===== config.mk =====
export PLATFORM = sky130hd
export DESIGN_NAME = rv32i_integer_execute_step_top
export DESIGN_NICKNAME = d
export VERILOG_FILES = /design/src/hw/rtl/rvx_pkg.sv /design/src/hw/rtl/rvx_regfile.sv /design/src/hw/rtl/rvx_exec.sv /design/src/hw/rtl/rv32i_integer_execute_step_top.sv
export SDC_FILE = /design/constraint.sdc
export NUM_CORES = 2
export LEC_CHECK = 0
export BUFFER_PORTS_ARGS = -buffer_cell sky130_fd_sc_hd__clkbuf_2
export CORE_UTILIZATION = 60
export CTS_CLUSTER_DIAMETER = 50
export DETAILED_ROUTE_END_ITERATION = 8
export GPL_TIMING_DRIVEN = 0
export PLACE_DENSITY = 0.81
export SLEW_MARGIN = 5
export SYNTH_ARGS = -nofsm -noshare
export SYNTH_HDL_FRONTEND = slang
export SYNTH_SLANG_ARGS = --single-unit

===== constraint.sdc =====
create_clock -name clock -period 6.6 [get_ports clock]
set_clock_uncertainty 0.1 [all_clocks]
set_input_delay 0 -clock clock [delete_from_list [all_inputs] [get_ports clock]]
set_output_delay 0 -clock clock [all_outputs]
set_load 0.03 [all_outputs]

===== src/hw/rtl/rvx_pkg.sv =====
// Shared types and constants for the RV32I execute step.
// No dependencies; imported by every module of the block.
`timescale 1ns / 1ps
`default_nettype none

package rvx_pkg;

   localparam int RVX_REGISTER_COUNT = 32;
   localparam int RVX_XLEN           = 32;
   localparam int RVX_REG_ADDR_W     = 5;

   // opcodes
   localparam logic [6:0] OP_REG    = 7'h33;
   localparam logic [6:0] OP_IMM    = 7'h13;
   localparam logic [6:0] OP_STORE  = 7'h23;
   localparam logic [6:0] OP_LUI    = 7'h37;
   localparam logic [6:0] OP_SYSTEM = 7'h73;
   localparam logic [6:0] OP_AUIPC  = 7'h17;
   localparam logic [6:0] OP_BRANCH = 7'h63;
   localparam logic [6:0] OP_JAL    = 7'h6F;
   localparam logic [6:0] OP_JALR   = 7'h67;

   // ALU funct3
   localparam logic [2:0] F3_ADD  = 3'd0;
   localparam logic [2:0] F3_SLL  = 3'd1;
   localparam logic [2:0] F3_SLT  = 3'd2;
   localparam logic [2:0] F3_SLTU = 3'd3;
   localparam logic [2:0] F3_XOR  = 3'd4;
   localparam logic [2:0] F3_SR   = 3'd5;
   localparam logic [2:0] F3_OR   = 3'd6;
   localparam logic [2:0] F3_AND  = 3'd7;

   // branch funct3
   localparam logic [2:0] F3_BEQ  = 3'd0;
   localparam logic [2:0] F3_BNE  = 3'd1;
   localparam logic [2:0] F3_BLT  = 3'd4;
   localparam logic [2:0] F3_BGE  = 3'd5;
   localparam logic [2:0] F3_BLTU = 3'd6;
   localparam logic [2:0] F3_BGEU = 3'd7;

   localparam logic [6:0] F7_BASE = 7'h00;
   localparam logic [6:0] F7_ALT  = 7'h20;

   // result transfer layout
   localparam int RSP_W         = 80;
   localparam int RSP_IDX_LSB   = 32;
   localparam int RSP_VAL_LSB   = 37;
   localparam int RSP_WR_BIT    = 69;
   localparam int RSP_TAKEN_BIT = 70;
   localparam int RSP_HALT_BIT  = 71;
   localparam int RSP_ILL_BIT   = 72;
   localparam int RSP_PAD_W     = 7;

   typedef struct packed {
      logic                      en;
      logic [RVX_REG_ADDR_W-1:0] addr;
      logic [RVX_XLEN-1:0]       data;
   } rf_wr_type;

   typedef struct packed {
      logic [RVX_XLEN-1:0]       next_pc;
      logic                      rd_en;
      logic [RVX_REG_ADDR_W-1:0] rd;
      logic [RVX_XLEN-1:0]       value;
      logic                      taken;
      logic                      illegal;
      logic                      halted;
      logic                      halt_set;
   } exec_res_type;

endpackage

`default_nettype wire


===== src/hw/rtl/rvx_regfile.sv =====
// Integer register file: two registered read ports, one write port, bypass.
// Depends on rvx_pkg. Reset clears all entries at once through valid bits.
`timescale 1ns / 1ps
`default_nettype none

module rvx_regfile #(
   parameter int REGISTER_COUNT = rvx_pkg::RVX_REGISTER_COUNT
) (
   input  wire logic                              clock,
   input  wire logic                              reset,
   input  wire logic                              rd_en,
   input  wire logic [rvx_pkg::RVX_REG_ADDR_W-1:0] raddr1,
   input  wire logic [rvx_pkg::RVX_REG_ADDR_W-1:0] raddr2,
   input  wire rvx_pkg::rf_wr_type                wr_port,
   output logic      [rvx_pkg::RVX_XLEN-1:0]      rdata1,
   output logic      [rvx_pkg::RVX_XLEN-1:0]      rdata2
);
   import rvx_pkg::*;

   localparam int IDX_W = $clog2(REGISTER_COUNT);
   localparam logic [RVX_REG_ADDR_W:0] REG_LIMIT = (RVX_REG_ADDR_W+1)'(REGISTER_COUNT);

   logic [RVX_XLEN-1:0]       mem_ff [REGISTER_COUNT];
   logic [REGISTER_COUNT-1:0] valid_ff;
   logic [RVX_XLEN-1:0]       q1_ff, q2_ff, byp_data_ff;
   logic                      byp1_ff, byp2_ff, zero1_ff, zero2_ff;

   logic [IDX_W-1:0] ra1_idx, ra2_idx, wa_idx;
   logic             zero1_in, zero2_in, byp1_in, byp2_in;

   assign ra1_idx = raddr1[IDX_W-1:0];
   assign ra2_idx = raddr2[IDX_W-1:0];
   assign wa_idx  = wr_port.addr[IDX_W-1:0];

   assign zero1_in = (raddr1 == '0) || ({1'b0, raddr1} >= REG_LIMIT) || !valid_ff[ra1_idx];
   assign zero2_in = (raddr2 == '0) || ({1'b0, raddr2} >= REG_LIMIT) || !valid_ff[ra2_idx];
   // write enable already excludes x0 and out-of-range registers
   assign byp1_in  = wr_port.en && (wr_port.addr == raddr1);
   assign byp2_in  = wr_port.en && (wr_port.addr == raddr2);

   always_ff @(posedge clock) begin
      if (wr_port.en) begin
         mem_ff[wa_idx] <= wr_port.data;
      end
      if (rd_en) begin
         q1_ff       <= mem_ff[ra1_idx];
         q2_ff       <= mem_ff[ra2_idx];
         byp_data_ff <= wr_port.data;
         byp1_ff     <= byp1_in;
         byp2_ff     <= byp2_in;
         zero1_ff    <= zero1_in;
         zero2_ff    <= zero2_in;
      end
   end

   always_ff @(posedge clock) begin
      if (reset) begin
         valid_ff <= '0;
      end else if (wr_port.en) begin
         valid_ff[wa_idx] <= 1'b1;
      end
   end

   assign rdata1 = byp1_ff ? byp_data_ff : (zero1_ff ? '0 : q1_ff);
   assign rdata2 = byp2_ff ? byp_data_ff : (zero2_ff ? '0 : q2_ff);

endmodule

`default_nettype wire


===== src/hw/rtl/rvx_exec.sv =====
// Instruction decode, ALU, branch compare and next-PC logic.
// Depends on rvx_pkg. Purely combinational.
`timescale 1ns / 1ps
`default_nettype none

module rvx_exec (
   input  wire logic [rvx_pkg::RVX_XLEN-1:0] instr,
   input  wire logic [rvx_pkg::RVX_XLEN-1:0] pc,
   input  wire logic [rvx_pkg::RVX_XLEN-1:0] rs1_val,
   input  wire logic [rvx_pkg::RVX_XLEN-1:0] rs2_val,
   input  wire logic                          halt_in,
   output rvx_pkg::exec_res_type              res
);
   import rvx_pkg::*;

   logic [6:0]          opc, f7;
   logic [2:0]          f3;
   logic [RVX_XLEN-1:0] immi, immb, immj, immu, y, alu, pc_plus4;
   logic [4:0]          shamt;
   logic                alt, is_reg, bad_f7, cond, br_ill;

   assign opc      = instr[6:0];
   assign f3       = instr[14:12];
   assign f7       = instr[31:25];
   assign immi     = {{20{instr[31]}}, instr[31:20]};
   assign immb     = {{20{instr[31]}}, instr[7], instr[30:25], instr[11:8], 1'b0};
   assign immj     = {{12{instr[31]}}, instr[19:12], instr[20], instr[30:21], 1'b0};
   assign immu     = {instr[31:12], 12'h000};
   assign pc_plus4 = pc + 32'd4;

   assign is_reg = (opc == OP_REG);
   assign y      = is_reg ? rs2_val : immi;
   assign shamt  = y[4:0];
   assign alt    = is_reg ? (f7 == F7_ALT) : instr[30];
   assign bad_f7 = is_reg && ((f3 == F3_ADD) || (f3 == F3_SR))
                   && (f7 != F7_BASE) && (f7 != F7_ALT);

   always_comb begin
      case (f3)
         F3_ADD:  alu = (is_reg && alt) ? (rs1_val - y) : (rs1_val + y);
         F3_SLL:  alu = rs1_val << shamt;
         F3_SLT:  alu = {31'd0, $signed(rs1_val) < $signed(y)};
         F3_SLTU: alu = {31'd0, rs1_val < y};
         F3_XOR:  alu = rs1_val ^ y;
         F3_SR:   alu = alt ? RVX_XLEN'($signed(rs1_val) >>> shamt) : (rs1_val >> shamt);
         F3_OR:   alu = rs1_val | y;
         default: alu = rs1_val & y;
      endcase
   end

   always_comb begin
      br_ill = 1'b0;
      case (f3)
         F3_BEQ:  cond = (rs1_val == rs2_val);
         F3_BNE:  cond = (rs1_val != rs2_val);
         F3_BLT:  cond = $signed(rs1_val) < $signed(rs2_val);
         F3_BGE:  cond = $signed(rs1_val) >= $signed(rs2_val);
         F3_BLTU: cond = rs1_val < rs2_val;
         F3_BGEU: cond = rs1_val >= rs2_val;
         default: begin
            cond   = 1'b0;
            br_ill = 1'b1;
         end
      endcase
   end

   always_comb begin
      res          = '0;
      res.next_pc  = pc_plus4;
      res.rd       = instr[11:7];
      res.halted   = halt_in;
      if (halt_in) begin
         res.next_pc = pc;
      end else begin
         unique case (opc)
            OP_REG, OP_IMM: begin
               res.illegal = bad_f7;
               res.rd_en   = !bad_f7;
               res.value   = alu;
            end
            OP_STORE: ;
            OP_LUI: begin
               res.rd_en = 1'b1;
               res.value = immu;
            end
            OP_AUIPC: begin
               res.rd_en = 1'b1;
               res.value = pc + immu;
            end
            OP_SYSTEM: begin
               res.halt_set = 1'b1;
               res.halted   = 1'b1;
               res.next_pc  = pc;
            end
            OP_BRANCH: begin
               res.illegal = br_ill;
               res.taken   = cond;
               if (cond) begin
                  res.next_pc = pc + immb;
               end
            end
            OP_JAL: begin
               res.rd_en   = 1'b1;
               res.value   = pc_plus4;
               res.taken   = 1'b1;
               res.next_pc = pc + immj;
            end
            OP_JALR: begin
               res.rd_en   = 1'b1;
               res.value   = pc_plus4;
               res.taken   = 1'b1;
               res.next_pc = (rs1_val + immi) & 32'hFFFF_FFFE;
            end
            default: res.illegal = 1'b1;
         endcase
      end
   end

endmodule

`default_nettype wire


===== src/hw/rtl/rv32i_integer_execute_step_top.sv =====
// RV32I execute step, top level: handshake, execute register, PC, halt, result register.
// Depends on rvx_pkg, rvx_regfile and rvx_exec.
//
// Each transfer on req_ carries one instruction word fetched at the core's current PC;
// each instruction yields exactly one transfer on rsp_. An instruction is captured in
// the execute register on acceptance while its source registers are read; when the result
// register can take it, it retires there and updates the register file, PC and halt flag.
// One instruction is taken every cycle while rsp_tready is high, the result register
// decoupling the two sides; rsp_ stalls can hold req_tready low. That rate is set by the
// path from the registered register-file read (with write bypass) through the ALU and the
// next-PC adders. After reset the register file reads as zero at once; no clearing pass runs.
`timescale 1ns / 1ps
`default_nettype none

module rv32i_integer_execute_step_top #(
   parameter int REGISTER_COUNT = rvx_pkg::RVX_REGISTER_COUNT
) (
   input  wire logic                       clock,
   input  wire logic                       reset,
   input  wire logic                       req_tvalid,
   output logic                            req_tready,
   input  wire logic [31:0]                req_tdata,  // [31:0] instr_word
   output logic                            rsp_tvalid,
   input  wire logic                       rsp_tready,
   // [31:0] next_pc, [36:32] dest_index, [68:37] dest_value, [69] dest_written,
   // [70] branch_taken, [71] halted, [72] illegal, [79:73] zero
   output logic [rvx_pkg::RSP_W-1:0]       rsp_tdata
);
   import rvx_pkg::*;

   logic                ex_valid_ff, ex_valid_in;
   logic [RVX_XLEN-1:0] ex_instr_ff;
   logic [RVX_XLEN-1:0] pc_ff, pc_in;
   logic                halt_ff, halt_in;
   logic                rsp_valid_ff, rsp_valid_in;
   logic [RSP_W-1:0]    rsp_data_ff, rsp_data_in;

   logic                req_fire, ex_fire, rd_ok;
   logic [RVX_XLEN-1:0] rs1_val, rs2_val;
   exec_res_type        res;
   rf_wr_type           wr_port;

   localparam logic [RVX_REG_ADDR_W:0] REG_LIMIT = (RVX_REG_ADDR_W+1)'(REGISTER_COUNT);

   assign ex_fire    = ex_valid_ff && (!rsp_valid_ff || rsp_tready);
   assign req_tready = !ex_valid_ff || ex_fire;
   assign req_fire   = req_tvalid && req_tready;

   rvx_regfile #(
      .REGISTER_COUNT(REGISTER_COUNT)
   ) u_regfile (
      .clock  (clock),
      .reset  (reset),
      .rd_en  (req_fire),
      .raddr1 (req_tdata[19:15]),
      .raddr2 (req_tdata[24:20]),
      .wr_port(wr_port),
      .rdata1 (rs1_val),
      .rdata2 (rs2_val)
   );

   rvx_exec u_exec (
      .instr  (ex_instr_ff),
      .pc     (pc_ff),
      .rs1_val(rs1_val),
      .rs2_val(rs2_val),
      .halt_in(halt_ff),
      .res    (res)
   );

   assign rd_ok        = res.rd_en && (res.rd != '0) && ({1'b0, res.rd} < REG_LIMIT);
   assign wr_port.en   = ex_fire && rd_ok;
   assign wr_port.addr = res.rd;
   assign wr_port.data = res.value;

   assign ex_valid_in  = req_fire ? 1'b1 : (ex_fire ? 1'b0 : ex_valid_ff);
   assign rsp_valid_in = ex_fire ? 1'b1 : (rsp_tready ? 1'b0 : rsp_valid_ff);
   assign pc_in        = ex_fire ? res.next_pc : pc_ff;
   assign halt_in      = halt_ff || (ex_fire && res.halt_set);

   assign rsp_data_in = {
      {RSP_PAD_W{1'b0}},
      res.illegal,
      res.halted,
      res.taken,
      rd_ok,
      (rd_ok ? res.value : {RVX_XLEN{1'b0}}),
      (rd_ok ? res.rd : {RVX_REG_ADDR_W{1'b0}}),
      res.next_pc
   };

   always_ff @(posedge clock) begin
      if (reset) begin
         ex_valid_ff  <= 1'b0;
         rsp_valid_ff <= 1'b0;
         pc_ff        <= '0;
         halt_ff      <= 1'b0;
      end else begin
         ex_valid_ff  <= ex_valid_in;
         rsp_valid_ff <= rsp_valid_in;
         pc_ff        <= pc_in;
         halt_ff      <= halt_in;
      end
   end

   always_ff @(posedge clock) begin
      if (req_fire) begin
         ex_instr_ff <= req_tdata;
      end
      if (ex_fire) begin
         rsp_data_ff <= rsp_data_in;
      end
   end

   assign rsp_tvalid = rsp_valid_ff;
   assign rsp_tdata  = rsp_data_ff;

endmodule

`default_nettype wire


==> run_results.csv, run 1 <==
group,metric,value,unit
logic_synthesis,yosysTopAreaCellShare,0.4917,
global_routing,overflow,9,
global_routing,grt_pass1_vias,76286,
status,stop_stage,"5_1_grt",
logic_synthesis,syn_area,75060,um^2
logic_synthesis,synth_cell_types,117,
floorplanning,rows,129,
status,first-error,"[ERROR GRT-0116] Global routing finished with congestion. Check the congestion regions in the DRC Viewer.",
logic_synthesis,ys_async_sr_fraction,0,
placement,dp.cells,7319,
clocking,tritoncts.num_buffers,142,
logic_synthesis,synth_seq_cells,1295,
floorplanning,pin_count,118,
global_routing,grt_usage,0.7893,
floorplanning,initial_utilization,0.6055,
logic_synthesis,synth_flop_cell,"edfxtp_1",
logic_synthesis,synth.avg_cell_area,13.75,um^2
placement,hpwl,287300,um
floorplanning,dieHeight,355.7,um
clocking,cts_sinks,1295,
logic_synthesis,ys_seq_area_frac,0.5093,
clocking,h-tree-depth,4,
placement,gp_routability_congestion,1.177,
clocking,cts_max_path_buffers,3,
clocking,root_buffer,"clkbuf_16",
global_routing,grt_max_degree,68,
global_routing,grt_pass1_wl,671600,um
logic_synthesis,synth_largest_area_cell,"edfxtp_1",
logic_synthesis,ys_top_cells_by_area,"edfxtp_1 49%, mux4_2 20%, ha_1 3.6%",
logic_synthesis,synthCells,5460,
logic_synthesis,synth_edf_count,1229,
placement,port-buffer-count,109,
status,status,"aborted with a tool error",
logic_synthesis,yosysWarnings,0,
floorplanning,die_w,355.7,um
## through the flow
| step | utilization | cell area, um^2 | worst slack [ns] |
|---|---|---|---|
| 2_1_floorplan | - | 75200 | 0.8044 |
| 3_3_place_gp | 0.6276 | 77790 | -5.400 |
| 3_5_place_dp | 0.6420 | 79580 | -2.197 |
| 4_1_cts | 0.6896 | 85480 | 0.004630 |
## cells by family after synthesis
kind of cell | share of synthesized area
buffers and inverters | 0.02961
and+or+nand+nor | 0.07158
DFF | 0.5093
other | 0.00004996
AOI/OAI and AO/OA | 0.1191
adders and majority gates | 0.03674
muxes | 0.2168
xor gates and xnor gates | 0.01680
## routing by layer
layer	GRT usage	GRT overflow
met5	0.5321	0
met4	0.7257	2
met3	0.6843	0
met2	0.9127	6
met1	0.8000	1
## repair_timing
item | CTS
cloned | 1
gates resized for setup | 93
hold endpoints to repair | 104
endpoints found under the setup margin | 1798
pin swaps | 12
setup buffers | 15
hold buffers | 62
## cells in the mapped netlist (20+ instances only)
| cell type | n |
|---|---|
| o21bai_1 | 23 |
| xor2_1 | 50 |
| clkbuf_1 | 264 |
| nor3_1 | 87 |
| mux2_2 | 73 |
| ha_1 | 214 |
| edfxtp_1 | 1229 |
| o21a_1 | 46 |
| o21ai_0 | 288 |
| a221oi_1 | 28 |
| nand2b_1 | 29 |
| xnor2_1 | 94 |
| buf_2 | 50 |
| nor2_1 | 325 |
| nor4_1 | 28 |
| mux4_2 | 663 |
| a21oi_1 | 341 |
| inv_1 | 139 |
| nand2_1 | 286 |
| and3_1 | 32 |
| o31ai_1 | 38 |
| buf_1 | 70 |
| a211oi_1 | 48 |
| a22oi_1 | 47 |
| a31oi_1 | 50 |
| a22o_1 | 29 |
| dfxtp_1 | 66 |
| o211ai_1 | 81 |
| mux2i_1 | 50 |
| nor2b_1 | 22 |
| or3_1 | 20 |
| nand3_1 | 145 |
| o22ai_1 | 28 |
| a21o_1 | 65 |
| nand4_1 | 29 |
| and2_1 | 27 |
==> run 2, diff against run 1 <==
- CORE_UTILIZATION: 60 -> 40
- CTS_CLUSTER_DIAMETER: 50 -> unset
- PLACE_DENSITY: 0.81 -> unset
- PLACE_DENSITY_LB_ADDON: unset -> 0.15
==> run_results.csv, run 2 <==
group,metric,value,unit
status,status,"complete, but fails checks",
status,violations,"capacitance limit, slew limit, setup timing",
logic_synthesis,ys_seq_area_frac,0.5093,
logic_synthesis,synth_flop_cell,"edfxtp_1",
global_routing,grt_usage,0.3312,
cells_and_area,finalInstanceArea,86350,um^2
logic_synthesis,synth.avg_cell_area,13.75,um^2
cells_and_area,layout_commonest_cell,"edfxtp_1",
clocking,cts_tree,"built",
clocking,h-tree-depth,4,
worst_setup_path,start_kind,"flop",
floorplanning,pin_count,118,
drt,drt_iter0_markers,7534,
global_routing,overflow,0,
floorplanning,initial_utilization,0.4039,
worst_setup_path,cp.required,6.86,ns
cells_and_area,synthToLayoutAreaGrowth,15.04,%
drt,first_pass_iters,8,
logic_synthesis,synth_cell_types,117,
clocking,clk_transition_reported_paths,0.06,ns
sta,hold_viol,0,
worst_setup_path,setup.worst_path.class,"flop to flop",
worst_hold_path,min_path_cells,2,
logic_synthesis,syn_area,75060,um^2
global_routing,grt_pass1_vias,55694,
global_routing,grt_max_degree,69,
drt,routed_via_density,6.686,
floorplanning,die_w,435.2,um
placement,port-buffer-count,109,
logic_synthesis,synth_largest_area_cell,"edfxtp_1",
drt,drc,0,
worst_setup_path,end_kind,"flop",
sta,finalSetupViolCount,149,
sta,maxSlewViolCount,14,
sta,min_period,6.741,ns
clocking,tritoncts.num_buffers,143,
placement,dp.cells,8166,
cells_and_area,final_layout_size_suffix_gt1_frac,0.2387,
worst_hold_path,hold_path.class,"primary input to flop",
flow_run,maxCapViolCount,3,
logic_synthesis,synth_edf_count,1229,
floorplanning,core,185800,um^2
cells_and_area,nNetsFinal,6162,
pwr,vdd_drop_max,0.2065,mV
drt,ant_nets,0,
cells_and_area,final_cells,8507,
worst_setup_path,cp_max_fo,33,
logic_synthesis,synth_seq_cells,1295,
floorplanning,rows,158,
worst_setup_path,crit_arrival,7.00,ns
clocking,root_buffer,"clkbuf_16",
pwr,power.density,221.9,nW/um^2
placement,gp_routability_congestion,1.094,
cells_and_area,largest_reg_flops,1024,
sta,worst_pin_slew,1.567,ns
floorplanning,die_area,189400,um^2
cells_and_area,top_register,"u_regfile.mem_ff",
clocking,insertion_delay,0.82,ns
logic_synthesis,yosysWarnings,0,
drt,routedWlPerCell,37.45,um
floorplanning,dieHeight,435.2,um
sta,relSlewSlack,-0.05587,
sta,fmax,148.3,MHz
sta,post-route-worst-setup-slack,-0.1410,ns
cells_and_area,final_cell_mix,"1,229 x edfxtp_1, 663 x mux4_2, 333 x a21oi_1",
pwr,power_leakage,0.02818,uW
drt,drt-total-wl,318600,um
logic_synthesis,synth_common_cells,"1,229 x edfxtp_1, 663 x mux4_2, 341 x a21oi_1",
clocking,cts_sinks,1295,
sta,fin_crit_sh,1.021,
logic_synthesis,ys_top_cells_by_area,"edfxtp_1 49%, mux4_2 20%, ha_1 3.6%",
placement,hpwl,243600,um
drt,dr_total_vias,56880,
logic_synthesis,yosysTopAreaCellShare,0.4917,
logic_synthesis,yosysMostFrequentCell,"edfxtp_1",
placement,placed_area,80700,um^2
worst_setup_path,worstRegToRegCells,16,
sta,fin_hold_ws,0.08531,ns
clocking,cts_max_path_buffers,3,
global_routing,antenna_found_initial,22,
global_routing,grt_pass1_wl,439400,um
logic_synthesis,ys_async_sr_fraction,0,
logic_synthesis,synthCells,5460,
==> run 2: cell counts after synthesis <==
Identical to the previous run, type by type.
==> run 2: metrics by stage <==
step / total power (uW) / TNS, ns / worst slack, ns / utilization
after detailed placement: 11390 / -572.70 / -1.495 / 0.4343
after global placement: 11380 / -4731.04 / -3.672 / 0.4243
final: 19160 / -8.164 / -0.1410 / 0.4647
after floorplan: 10510 / 0 / 0.8044 / -
after global routing: 19630 / -0.003535 / -0.001003 / 0.4646
after CTS: 19180 / 0 / 0.00004174 / 0.4633
==> run 2: worst max-delay path, cell delays in order, from the launching register on <==
cell       delay [ns]
edfxtp_1         0.54
nand4bb_4        0.33
nor2_2           0.33
buf_2            0.37
buf_2            0.36
nand2_1          0.09
o21a_1           0.14
ha_1             0.28
clkbuf_1         0.42
inv_1            0.26
nor3_1           1.01
a31oi_1          0.43
o21ai_1          0.47
a31oi_1          0.17
mux2i_1          0.17
a311o_1          0.38
o2bb2ai_4        0.40
==> run 2: power breakdown <==
group	switching [uW]	internal (uW)
sequential	77.2	8960
clock	3410	4390
combinational	1620	713
total	5100	14100
==> run 2: worst paths after layout <==
check,from,endpoint,slack (ns)
min reg2reg,u_regfile.valid_ff[13]$_SDFFE_PP0P_,u_regfile.valid_ff[13]$_SDFFE_PP0P_,0.40
min,req_tdata[20],ex_instr_ff[20]$_DFFE_PP_,0.09
max,ex_instr_ff[2]$_DFFE_PP_,u_regfile.mem_ff[0][26]$_DFFE_PP_,-0.14
max reg2reg,ex_instr_ff[2]$_DFFE_PP_,u_regfile.mem_ff[0][26]$_DFFE_PP_,-0.14
==> run 2: area by class of cell <==
class | instances | area, um^2
plain buffers | 399 | 1693
diodes | 8 | 20.02
clock inverters | 74 | 683.2
repair buffers | 269 | 2743
well taps | 2480 | 3103
flip-flops and latches | 1295 | 38230
clock buffers | 182 | 3786
inverters | 150 | 563.0
multi-input cells | 3650 | 35530
fillers | 16616 | 99480
==> run 2: kinds of logic (layout without fill, tap and decap cells) <==
| kind of cell | after synthesis | in the layout | share of synthesized area |
|---|---|---|---|
| other | 1 | 47 | 0.00004996 |
| adder cells (fa/ha/maj) | 218 | 218 | 0.03674 |
| AND/OR/NAND/NOR | 1113 | 1114 | 0.07158 |
| multiplexers | 787 | 787 | 0.2168 |
| buffers and inverters | 554 | 1074 | 0.02961 |
| AO/OA/AOI/OAI | 1348 | 1348 | 0.1191 |
| flip-flops | 1295 | 1295 | 0.5093 |
| XOR/XNOR | 144 | 144 | 0.01680 |
==> run 2: what timing repair did <==
item                                   4_1_cts  5_1_grt
hold buffers                                65        0
endpoints found under the hold margin      116        0
gates resized for setup                     54       36
pin swaps                                    3        6
buffers inserted                             7        7
setup endpoints to repair                 1181      600
cloned                                       1        0
==> run 2: metal layers <==
metal	track usage	share of wire
met1	0.4147	0.37
met2	0.5359	0.47
met3	0.07627	0.096
met4	0.1710	0.063
met5	0	0.00030
Power figures use the tool's default switching activity.
